### config.mk
export PLATFORM = sky130hd
export DESIGN_NAME = line_sensor_centroid_core
export DESIGN_NICKNAME = d
export VERILOG_FILES = /design/src/lsc_pkg.sv /design/src/lsc_div.sv /design/src/line_sensor_centroid_core.sv
export SDC_FILE = /design/constraint.sdc
export NUM_CORES = 2
export LEC_CHECK = 0
export BUFFER_PORTS_ARGS = -buffer_cell sky130_fd_sc_hd__clkbuf_2
export CAP_MARGIN = 20
export CORE_ASPECT_RATIO = 0.6
export CORE_UTILIZATION = 60
export CTS_CLUSTER_SIZE = 25
export DETAILED_ROUTE_END_ITERATION = 8
export PLACE_DENSITY = 0.76
export SETUP_SLACK_MARGIN = 0.1
export SYNTH_ARGS = -nofsm -noshare
export SYNTH_HDL_FRONTEND = slang
export SYNTH_SLANG_ARGS = --single-unit
### constraint.sdc
create_clock -name clk -period 23.4 [get_ports clk]
set_clock_uncertainty 0.05 [all_clocks]
set_input_delay 1.17 -clock clk [delete_from_list [all_inputs] [get_ports clk]]
set_output_delay 1.17 -clock clk [all_outputs]
set_load 0.02 [all_outputs]
### src/lsc_pkg.sv
// ----------------------------------------------------------------------------
// lsc_pkg
// Shared constants and types for the line sensor centroid pipeline.
// ----------------------------------------------------------------------------
`default_nettype none

package lsc_pkg;

    localparam int SAMPLE_BITS_DEF = 12;

    localparam int THR_W    = 12;
    localparam int SPREAD_W = 28;
    localparam int POS_W    = 15;
    localparam int QBITS    = 14;   // |position| <= 10880 < 2^14
    localparam int LIMIT_W  = 29;   // 30 * 4095^2 < 2^29
    localparam int THR_SQ_W = 2 * THR_W;

    localparam logic [THR_W-1:0] THR_RESET = 12'd102;

    typedef struct packed {
        logic                found;
        logic                neg;
        logic [SPREAD_W-1:0] spread;
    } lsc_side_t;

endpackage

`default_nettype wire

### src/lsc_div.sv
// ----------------------------------------------------------------------------
// lsc_div
// Pipelined restoring divider, one quotient bit per stage, with side data.
// ----------------------------------------------------------------------------
`default_nettype none

module lsc_div #(
    parameter int DIVIDEND_W = 28,
    parameter int DIVISOR_W  = 15
) (
    input  wire logic                   clk,
    input  wire logic                   rst_n,
    input  wire logic                   in_valid,
    output logic                        in_ready,
    input  wire logic [DIVIDEND_W-1:0]  in_dividend,
    input  wire logic [DIVISOR_W-1:0]   in_divisor,
    input  wire lsc_pkg::lsc_side_t     in_side,
    output logic                        out_valid,
    input  wire logic                   out_ready,
    output logic [lsc_pkg::QBITS-1:0]   out_quot,
    output lsc_pkg::lsc_side_t          out_side
);
    import lsc_pkg::*;

    logic [QBITS-1:0]      v_reg;
    logic [QBITS:0]        rdy;
    logic [DIVIDEND_W-1:0] rem_reg  [QBITS];
    logic [DIVISOR_W-1:0]  dvs_reg  [QBITS];
    logic [QBITS-1:0]      quot_reg [QBITS];
    lsc_side_t             side_reg [QBITS];

    assign rdy[QBITS] = out_ready;
    assign in_ready   = rdy[0];
    assign out_valid  = v_reg[QBITS-1];
    assign out_quot   = quot_reg[QBITS-1];
    assign out_side   = side_reg[QBITS-1];

    for (genvar j = 0; j < QBITS; j++) begin : g_stage
        localparam int K = QBITS - 1 - j;

        logic                  v_prev;
        logic [DIVIDEND_W-1:0] rem_prev;
        logic [DIVISOR_W-1:0]  dvs_prev;
        logic [QBITS-1:0]      quot_prev;
        lsc_side_t             side_prev;
        logic [DIVIDEND_W-1:0] trial;
        logic [DIVIDEND_W-1:0] rem_next;
        logic [QBITS-1:0]      quot_next;

        if (j == 0) begin : g_first
            assign v_prev    = in_valid;
            assign rem_prev  = in_dividend;
            assign dvs_prev  = in_divisor;
            assign quot_prev = '0;
            assign side_prev = in_side;
        end
        else begin : g_next
            assign v_prev    = v_reg[j-1];
            assign rem_prev  = rem_reg[j-1];
            assign dvs_prev  = dvs_reg[j-1];
            assign quot_prev = quot_reg[j-1];
            assign side_prev = side_reg[j-1];
        end

        assign rdy[j] = ~v_reg[j] | rdy[j+1];

        always_comb
        begin
            trial     = DIVIDEND_W'(dvs_prev) << K;
            rem_next  = rem_prev;
            quot_next = quot_prev;
            if (rem_prev >= trial)
            begin
                rem_next     = rem_prev - trial;
                quot_next[K] = 1'b1;
            end
        end

        always_ff @(posedge clk or negedge rst_n)
        begin
            if (!rst_n)
            begin
                v_reg[j] <= 1'b0;
            end
            else if (rdy[j])
            begin
                v_reg[j] <= v_prev;
            end
        end

        always_ff @(posedge clk)
        begin
            if (rdy[j])
            begin
                rem_reg[j]  <= rem_next;
                dvs_reg[j]  <= dvs_prev;
                quot_reg[j] <= quot_next;
                side_reg[j] <= side_prev;
            end
        end
    end

endmodule

`default_nettype wire

### src/line_sensor_centroid_core.sv
// ----------------------------------------------------------------------------
// line_sensor_centroid_core
// Six-sensor line position: spread term, threshold test and weighted centroid.
// ----------------------------------------------------------------------------
// Pipeline: 5 front stages, 14 divider stages and 1 output register between
//          request accept and result valid.
// Throughput: one request per cycle; stalls hold per stage, bubbles collapse.
// Reset: all valid bits cleared, the threshold register returns to 102.
// ----------------------------------------------------------------------------
`default_nettype none

module line_sensor_centroid_core #(
    parameter int SAMPLE_BITS = lsc_pkg::SAMPLE_BITS_DEF
) (
    input  wire logic                              clk,
    input  wire logic                              rst_n,
    input  wire logic                              cfg_write_en,
    input  wire logic [lsc_pkg::THR_W-1:0]         cfg_write_data,
    input  wire logic                              in_valid,
    output logic                                   in_ready,
    input  wire logic [SAMPLE_BITS-1:0]            sample_zero,
    input  wire logic [SAMPLE_BITS-1:0]            sample_one,
    input  wire logic [SAMPLE_BITS-1:0]            sample_two,
    input  wire logic [SAMPLE_BITS-1:0]            sample_three,
    input  wire logic [SAMPLE_BITS-1:0]            sample_four,
    input  wire logic [SAMPLE_BITS-1:0]            sample_five,
    output logic                                   out_valid,
    input  wire logic                              out_ready,
    output logic                                   line_found,
    output logic signed [lsc_pkg::POS_W-1:0]       position,
    output logic [lsc_pkg::SPREAD_W-1:0]           spread
);
    import lsc_pkg::*;

    localparam int SB    = SAMPLE_BITS;
    localparam int SUM_W = SB + 3;
    localparam int SQ_W  = 2 * SB;
    localparam int SSQ_W = 2 * SB + 3;
    localparam int SPW   = 2 * SUM_W;
    localparam int WW    = SB + 5;
    localparam int PW    = SB + 17;
    localparam int ND    = SB + 16;
    localparam int CMP_W = SPW + LIMIT_W;
    localparam int NSTG  = 5;

    localparam logic [THR_SQ_W-1:0] THR_SQ_RESET =
        THR_SQ_W'(THR_RESET) * THR_SQ_W'(THR_RESET);
    localparam logic [LIMIT_W-1:0]  LIMIT_RESET  = LIMIT_W'(30 * THR_SQ_RESET);

    // threshold and derived limit
    logic [THR_W-1:0]    thr_reg;
    logic [THR_SQ_W-1:0] thr_sq_reg;
    logic [LIMIT_W-1:0]  limit_reg;

    always_ff @(posedge clk or negedge rst_n)
    begin
        if (!rst_n)
        begin
            thr_reg    <= THR_RESET;
            thr_sq_reg <= THR_SQ_RESET;
            limit_reg  <= LIMIT_RESET;
        end
        else
        begin
            if (cfg_write_en)
            begin
                thr_reg <= cfg_write_data;
            end
            thr_sq_reg <= THR_SQ_W'(thr_reg) * THR_SQ_W'(thr_reg);
            limit_reg  <= (LIMIT_W'(thr_sq_reg) << 5) - (LIMIT_W'(thr_sq_reg) << 1);
        end
    end

    // front pipeline handshake
    logic [NSTG-1:0] pv_reg;
    logic [NSTG:0]   rdy;
    logic            div_in_ready;

    assign rdy[NSTG] = div_in_ready;
    assign in_ready  = rdy[0];

    for (genvar i = 0; i < NSTG; i++) begin : g_rdy
        assign rdy[i] = ~pv_reg[i] | rdy[i+1];
    end

    always_ff @(posedge clk or negedge rst_n)
    begin
        if (!rst_n)
        begin
            pv_reg <= '0;
        end
        else
        begin
            if (rdy[0])
            begin
                pv_reg[0] <= in_valid;
            end
            for (int i = 1; i < NSTG; i++)
            begin
                if (rdy[i])
                begin
                    pv_reg[i] <= pv_reg[i-1];
                end
            end
        end
    end

    // stage 1: inversion
    logic [SB-1:0] raw [6];
    logic [SB-1:0] s_reg [6];

    assign raw[0] = sample_zero;
    assign raw[1] = sample_one;
    assign raw[2] = sample_two;
    assign raw[3] = sample_three;
    assign raw[4] = sample_four;
    assign raw[5] = sample_five;

    always_ff @(posedge clk)
    begin
        if (rdy[0])
        begin
            for (int i = 0; i < 6; i++)
            begin
                s_reg[i] <= ~raw[i];
            end
        end
    end

    // stage 2: squares, sum, weighted sum
    logic [SQ_W-1:0]        sq_next [6];
    logic [SQ_W-1:0]        sq_reg  [6];
    logic [SUM_W-1:0]       sum_next;
    logic [SUM_W-1:0]       sum2_reg;
    logic signed [WW-1:0]   sx [6];
    logic signed [WW-1:0]   d50;
    logic signed [WW-1:0]   d41;
    logic signed [WW-1:0]   d32;
    logic signed [WW-1:0]   w_next;
    logic signed [WW-1:0]   w2_reg;

    always_comb
    begin
        sum_next = '0;
        for (int i = 0; i < 6; i++)
        begin
            sq_next[i] = SQ_W'(s_reg[i]) * SQ_W'(s_reg[i]);
            sum_next   = sum_next + SUM_W'(s_reg[i]);
            sx[i]      = signed'(WW'(s_reg[i]));
        end
        d50    = sx[5] - sx[0];
        d41    = sx[4] - sx[1];
        d32    = sx[3] - sx[2];
        w_next = (d50 <<< 2) + d50 + (d41 <<< 1) + d41 + d32;
    end

    always_ff @(posedge clk)
    begin
        if (rdy[1])
        begin
            sq_reg   <= sq_next;
            sum2_reg <= sum_next;
            w2_reg   <= w_next;
        end
    end

    // stage 3: sum of squares, squared sum, scaled weighted sum
    logic [SSQ_W-1:0]     ssq_next;
    logic [SSQ_W-1:0]     ssq3_reg;
    logic [SPW-1:0]       sqsum3_reg;
    logic [SUM_W-1:0]     sum3_reg;
    logic signed [PW-1:0] wx;
    logic signed [PW-1:0] prod3_reg;

    always_comb
    begin
        ssq_next = '0;
        for (int i = 0; i < 6; i++)
        begin
            ssq_next = ssq_next + SSQ_W'(sq_reg[i]);
        end
        wx = PW'(w2_reg);
    end

    always_ff @(posedge clk)
    begin
        if (rdy[2])
        begin
            ssq3_reg   <= ssq_next;
            sqsum3_reg <= SPW'(sum2_reg) * SPW'(sum2_reg);
            sum3_reg   <= sum2_reg;
            prod3_reg  <= (wx <<< 11) + (wx <<< 7);   // x 2176
        end
    end

    // stage 4: spread term
    logic [SPW-1:0]       spread4_reg;
    logic [SUM_W-1:0]     sum4_reg;
    logic signed [PW-1:0] prod4_reg;

    always_ff @(posedge clk)
    begin
        if (rdy[3])
        begin
            spread4_reg <= (SPW'(ssq3_reg) << 2) + (SPW'(ssq3_reg) << 1) - sqsum3_reg;
            sum4_reg    <= sum3_reg;
            prod4_reg   <= prod3_reg;
        end
    end

    // stage 5: threshold test, sign and magnitude for the divider
    logic [CMP_W-1:0]     spread_ext;
    logic [PW-1:0]        mag_full;
    lsc_side_t            side_next;
    lsc_side_t            side5_reg;
    logic [ND-1:0]        mag5_reg;
    logic [SUM_W-1:0]     sum5_reg;

    always_comb
    begin
        spread_ext       = CMP_W'(spread4_reg);
        side_next.found  = spread_ext > CMP_W'(limit_reg);
        side_next.neg    = prod4_reg[PW-1];
        side_next.spread = spread_ext[SPREAD_W-1:0];
        mag_full         = prod4_reg[PW-1] ? PW'(-prod4_reg) : PW'(prod4_reg);
    end

    always_ff @(posedge clk)
    begin
        if (rdy[4])
        begin
            side5_reg <= side_next;
            mag5_reg  <= mag_full[ND-1:0];
            sum5_reg  <= sum4_reg;
        end
    end

    // divider
    logic             div_out_valid;
    logic             div_out_ready;
    logic [QBITS-1:0] div_quot;
    lsc_side_t        div_side;

    lsc_div #(
        .DIVIDEND_W (ND),
        .DIVISOR_W  (SUM_W)
    ) u_div (
        .clk         (clk),
        .rst_n       (rst_n),
        .in_valid    (pv_reg[NSTG-1]),
        .in_ready    (div_in_ready),
        .in_dividend (mag5_reg),
        .in_divisor  (sum5_reg),
        .in_side     (side5_reg),
        .out_valid   (div_out_valid),
        .out_ready   (div_out_ready),
        .out_quot    (div_quot),
        .out_side    (div_side)
    );

    // output register
    logic                    out_valid_reg;
    logic                    line_found_reg;
    logic signed [POS_W-1:0] position_reg;
    logic [SPREAD_W-1:0]     spread_reg;
    logic signed [POS_W-1:0] qx;
    logic signed [POS_W-1:0] position_next;

    assign div_out_ready = ~out_valid_reg | out_ready;

    always_comb
    begin
        qx = signed'(POS_W'(div_quot));
        if (!div_side.found)
        begin
            position_next = '0;
        end
        else if (div_side.neg)
        begin
            position_next = -qx;
        end
        else
        begin
            position_next = qx;
        end
    end

    always_ff @(posedge clk or negedge rst_n)
    begin
        if (!rst_n)
        begin
            out_valid_reg <= 1'b0;
        end
        else if (div_out_ready)
        begin
            out_valid_reg <= div_out_valid;
        end
    end

    always_ff @(posedge clk)
    begin
        if (div_out_ready)
        begin
            line_found_reg <= div_side.found;
            position_reg   <= position_next;
            spread_reg     <= div_side.spread;
        end
    end

    assign out_valid  = out_valid_reg;
    assign line_found = line_found_reg;
    assign position   = position_reg;
    assign spread     = spread_reg;

endmodule

`default_nettype wire
After elaboration in Yosys (flattened, before gate mapping)
Memory sizes are Yosys's and may differ from the RTL's. Index checks and enable logic that the tools add are counted.

Reductions and logical operators: 1. Add/sub/neg operators: 37. Multiply operators: 8. Bitwise operators: 46. Magnitude comparators: 15. Multiplexer cells: 60. Div/mod/pow operators: 0. Equal/unequal tests: 0. Shift operators: 0.

Operator list (count): $mux 28 (15); $mul 12x12->24 (7); $not 12->12 (6); $add 27x24->27 (2); $mux 1 (44); $sub 12x12->13 (3); $add 17x13->17 (2); $add 15x12->15 (2); $add 29x28->30 (1); $gt 30x29->1 (1); $mul 15x15->30 (1); $sub 30x30->30 (1); $add 28x24->29 (1); $sub 29x25->29 (1); $ge 28x15->1 (1); $ge 28x16->1 (1); $ge 28x17->1 (1); $ge 28x18->1 (1); $ge 28x19->1 (1); $ge 28x20->1 (1); $ge 28x21->1 (1); $ge 28x22->1 (1); $ge 28x23->1 (1); $ge 28x24->1 (1); 32 further kinds (70).

Memories kept: 5. ROM bits: 0. Bits in writable memories: 1290. Latch bits: 0. Flip-flop bits (word level): 553. Output and inout bits: 46.

Memories: u_div.side_reg (depth 14, width 30, rd ports 14, clocked after Yosys merged registers in 0, wr ports 14, line lsc_div.sv:30) `lsc_side_t side_reg [QBITS];`; u_div.rem_reg (depth 14, width 28, rd ports 13, clocked after Yosys merged registers in 0, wr ports 14, line lsc_div.sv:27) `logic [DIVIDEND_W-1:0] rem_reg [QBITS];`; u_div.dvs_reg (depth 14, width 15, rd ports 13, clocked after Yosys merged registers in 0, wr ports 14, line lsc_div.sv:28) `logic [DIVISOR_W-1:0] dvs_reg [QBITS];`; u_div.quot_reg (depth 14, width 14, rd ports 14, clocked after Yosys merged registers in 0, wr ports 14, line lsc_div.sv:29) `logic [QBITS-1:0] quot_reg [QBITS];`; s_reg (depth 6, width 12, rd ports 6, clocked after Yosys merged registers in 0, wr ports 6, line line_sensor_centroid_core.sv:110) `logic [SB-1:0] s_reg [6];`.

Logic depth before layout (Yosys ltp)
Depth in word-level cells: 23. Depth in mapped cells: 25. Mapped depth without buffers: 25.

Cells and area by module
Synthesis repeated with hierarchy kept, for this count alone.

Cells, all modules: 9186. Area total of the unflattened synthesis: 109856.6 µm².

By module, submodules not included: line_sensor_centroid_core (area an instance 62558.7 µm², cells each 5879, instances 1); lsc_div (area an instance 47297.9 µm², cells each 3307, instances 1).

Least setup slack after synthesis
Ideal clock, no wire load.

Path kind: input-to-reg. Start: input out_ready. End: register sq_reg[0] in the netlist's numbering (enable). Path buffers: 0. Data required time: 21.527 ns. Slack: 10.533 ns. Stages: 8. Library setup time: 1.823 ns. Arrival: 10.994 ns. Path through: nor2b_1 > nand2_1 > nor2_1 > nand2_1 > nor3_1 > nand3_1 > nor2_1 > nand3_1.

Word-level cells in the longest chain between the ends: 19.

Ends and longest elaborated chain: start: declaration (line line_sensor_centroid_core.sv:28) `input wire logic out_ready,`; $or 1x1->1 (line line_sensor_centroid_core.sv:269) `assign div_out_ready = ~out_valid_reg | out_ready;`; $or 1x1->1 (line lsc_div.sv:65) `assign rdy[j] = ~v_reg[j] | rdy[j+1];`; net u_div.rdy[13] (line lsc_div.sv:26) `logic [QBITS:0] rdy;`; $or 1x1->1 (4 in a row) (line lsc_div.sv:65); net u_div.rdy[9] (line lsc_div.sv:26); $or 1x1->1 (9 in a row) (line lsc_div.sv:65); $or 1x1->1 (line line_sensor_centroid_core.sv:83) `assign rdy[i] = ~pv_reg[i] | rdy[i+1];`; net rdy[4] (line line_sensor_centroid_core.sv:76) `logic [NSTG:0] rdy;`; $or 1x1->1 (3 in a row) (line line_sensor_centroid_core.sv:83); net rdy[1] (line line_sensor_centroid_core.sv:76); end signal: assignment (line line_sensor_centroid_core.sv:161) `sq_reg <= sq_next;`; end: declaration (line line_sensor_centroid_core.sv:132) `logic [SQ_W-1:0] sq_reg [6];`.

The timed path passes the listed nets, and every way through them passes these cells. A chain may end at the register's enable or synchronous reset.

Worst setup path after layout
Start: register sum2_reg[7]. End: register sqsum3_reg[28] (data pin).

Word-level cells in the longest chain between the ends: 1.

Ends and longest elaborated chain: start: declaration (line line_sensor_centroid_core.sv:134) `logic [SUM_W-1:0] sum2_reg;`; start signal: assignment (line line_sensor_centroid_core.sv:162) `sum2_reg <= sum_next;`; $mul 15x15->30 (line line_sensor_centroid_core.sv:190) `sqsum3_reg <= SPW'(sum2_reg) * SPW'(sum2_reg);`; end signal: assignment (line line_sensor_centroid_core.sv:190); end: declaration (line line_sensor_centroid_core.sv:170) `logic [SPW-1:0] sqsum3_reg;`.

Every way passes these cells.

==> flow_summary.toml <==
[status]
outcome = "finished clean"

[finish]
instances_no_fill = 11960
fillers = 13020
diodes = 0
largest_reg_flops = 420
drive_above_1_share_pct = 6.206
synthToLayoutAreaGrowth_pct = 8.221
final_nets = 11360

[run]
cap_violations = 0

[clock_tree]
numCtsBuffers = 157
numClockSinks = 1592
htree_levels = 4
clk_pin_slew_ns = 0.07
clockRootBuffer = "clkbuf_16"
cts_tree = "done"
clockBufferDepth = 4
clock_latency_ns = 0.85
cts-resized-gates = 0
cts_hold_buf = 0
cts_setup_buffers = 0

[detailed_routing]
drcViolationCount = 0
wl_per_cell_um = 21.15
postRouteAntennaNets = 0
avgViaCountPerCell = 5.717
dr.pass1.iters = 6
vias = 68390
wl_mm = 253.0
drt_iter0_markers = 7037

[setup_path]
path_class = "reg2reg"
start_kind = "flop"
critPathMaxFanout = 16
cp.required_ns = 23.88
path_cells = "nand2_1 > inv_1 > fa_1 > inv_1 > fa_1 > inv_1 > fa_1 > inv_1 > fa_1 > inv_1 > fa_1 > inv_1 > fa_1 > inv_1 > ha_1 > or3_1 > or3_1 > a21oi_1 > o211ai_1 > a2111oi_0 > o31ai_1 > a21oi_1 > xnor2_1"
cpMaxStageDelayCell = "a2111oi_0"
max_stage_delay_ns = 0.71
path_buf_inv = 7
crit_arrival_ns = 7.96
cp-end-kind = "flop"
cpMostUsedCell = "inv_1"
crit_family = "adder cells"

[floorplanning]
start_util_pct = 60.87
rows = 119
die_x_um = 548.6
die_h_um = 330.0
io_pins = 135
core_sq_um = 176700
dieArea_sq_um = 181000

[sta]
fin_crit_ns = 7.482
worstMarginPinSlew_ns = 1.072
worst_hold_slack_ns = 0.3054
fin_setup_tns_ns = 0
finalSetupViolCount = 0
rsz0062_at_grt = "false"
post-route-period-util_pct = 31.97
max_clock_freq_ghz = 0.1337
hold_viol = 0
slew_headroom_pct = 28.53
slew_viol_final = 0

[global_routing]
grt_max_degree = 86
grt_util_all_layers_pct = 28.29
grt_pass1_wl_mm = 389.0
gr-total-overflow = 0
grt_pass1_vias = 67780
antenna_found_initial = 9

[place]
port_buffers = 134
dp.cells = 11680
gp_congestion = 1.001
dp_hpwl_mm = 198.2

[logic_synthesis]
synth_area_sq_um = 107600
ys_seq_elements = 1592
synthFlopType = "edfxtp_1"
syn_nets = 11140
yosysUniqueCellTypes = 90
netlist_instances = 9259
ys_warn_count = 0
syn_avg_cell_area_sq_um = 11.62
synth_enable_flop_cells = 1510
yosysSeqAreaShare_pct = 44.08
async_reset_ff_share_pct = 5.151

[hold_path]
min_path_type = "in2async"
final timing paths:
kind / cells after the start / slack (ns) / to / startpoint
worst min register to register: 0 / 0.32 / u_div.quot_reg[0][66] / u_div.quot_reg[0][52]
worst max-delay path: 23 / 15.92 / sqsum3_reg[28] / sum2_reg[7]
max in group asynchronous: 2 / 21.87 / pv_reg[3] / rst_n
min in group clk: 0 / 0.32 / u_div.quot_reg[0][66] / u_div.quot_reg[0][52]
worst max register to register: 23 / 15.92 / sqsum3_reg[28] / sum2_reg[7]
worst min-delay path: 1 / 0.31 / thr_reg[0] / rst_n
cells by family (layout without fill, tap and decap cells):
logic type               count (synthesis)  count (layout)  share of synthesized area [%]
AND/OR/NAND/NOR                       1991            1991                          9.100
multiplexers                            85              85                         0.8979
flip-flops                            1592            1592                          44.08
XOR/XNOR                               553             553                          4.503
buffers and inverters                 2022            2366                          7.078
AO/OA/AOI/OAI                         1225            1225                          7.194
adder cells (fa/ha/maj)               1791            1791                          27.15
cells in the mapped netlist (131+ instances only):
library cell / count / area, sq um
a21o_1: 131 / 983.4
o21ai_0: 271 / 1356
nor2_1: 513 / 1926
inv_1: 1874 / 7034
xor2_1: 145 / 1270
nand2_1: 500 / 1877
ha_1: 886 / 11090
xnor2_1: 408 / 3573
a21oi_1: 370 / 1852
fa_1: 905 / 18120
and2_1: 280 / 1752
edfxtp_1: 1510 / 45340
area by class of cell:
cell class / instances / area (sq um) / area share (%)
timing repair buffer: 199 / 1241 / 1.066
clock inverter: 99 / 980.9 / 0.8426
sequential: 1592 / 47420 / 40.73
multi-input combinational: 5645 / 52640 / 45.22
clock buffer: 181 / 4101 / 3.523
inverter: 1887 / 7083 / 6.084
tap: 2359 / 2952 / 2.535
layout by cell type, fill, tap and decap left out, types with 65 or more instances in the layout:
cell type  count
a21o_1       131
a21oi_1      369
and2_1       280
clkbuf_16    159
clkbuf_2     133
dfrtp_1       65
edfxtp_1    1510
fa_1         905
ha_1         886
inv_1       1867
nand2_1      493
nand2b_1      88
nand3_1      104
nor2_1       513
nor2b_1       99
nor3_1       130
o21a_1        79
o21ai_0      271
xnor2_1      408
xor2_1       145
metal layers:
metal  GRT usage [%]  wire [um]  vias to the layer above
met4           5.551       4663                        6
met2           38.75     101600                     2754
met1           44.50     117700                    34040
met3           8.326      29090                      345
met5               0         31                        -
li1                -          -                    31240
per-stage QoR:
stage / util, % / setup slack (ns) / cell area (sq um)
4_1_cts: 65.82 / 16.02 / 116300
3_5_place_dp: 62.95 / 16.03 / 111200
3_3_place_gp: 62.93 / 16.09 / 111200
2_1_floorplan: - / 10.53 / 107600
5_1_grt: 65.87 / 15.48 / 116400
6_report: 65.87 / 15.92 / 116400
Power is not shown: default switching activity piles up to over one toggle a cycle in this logic, so the estimate is an artifact.
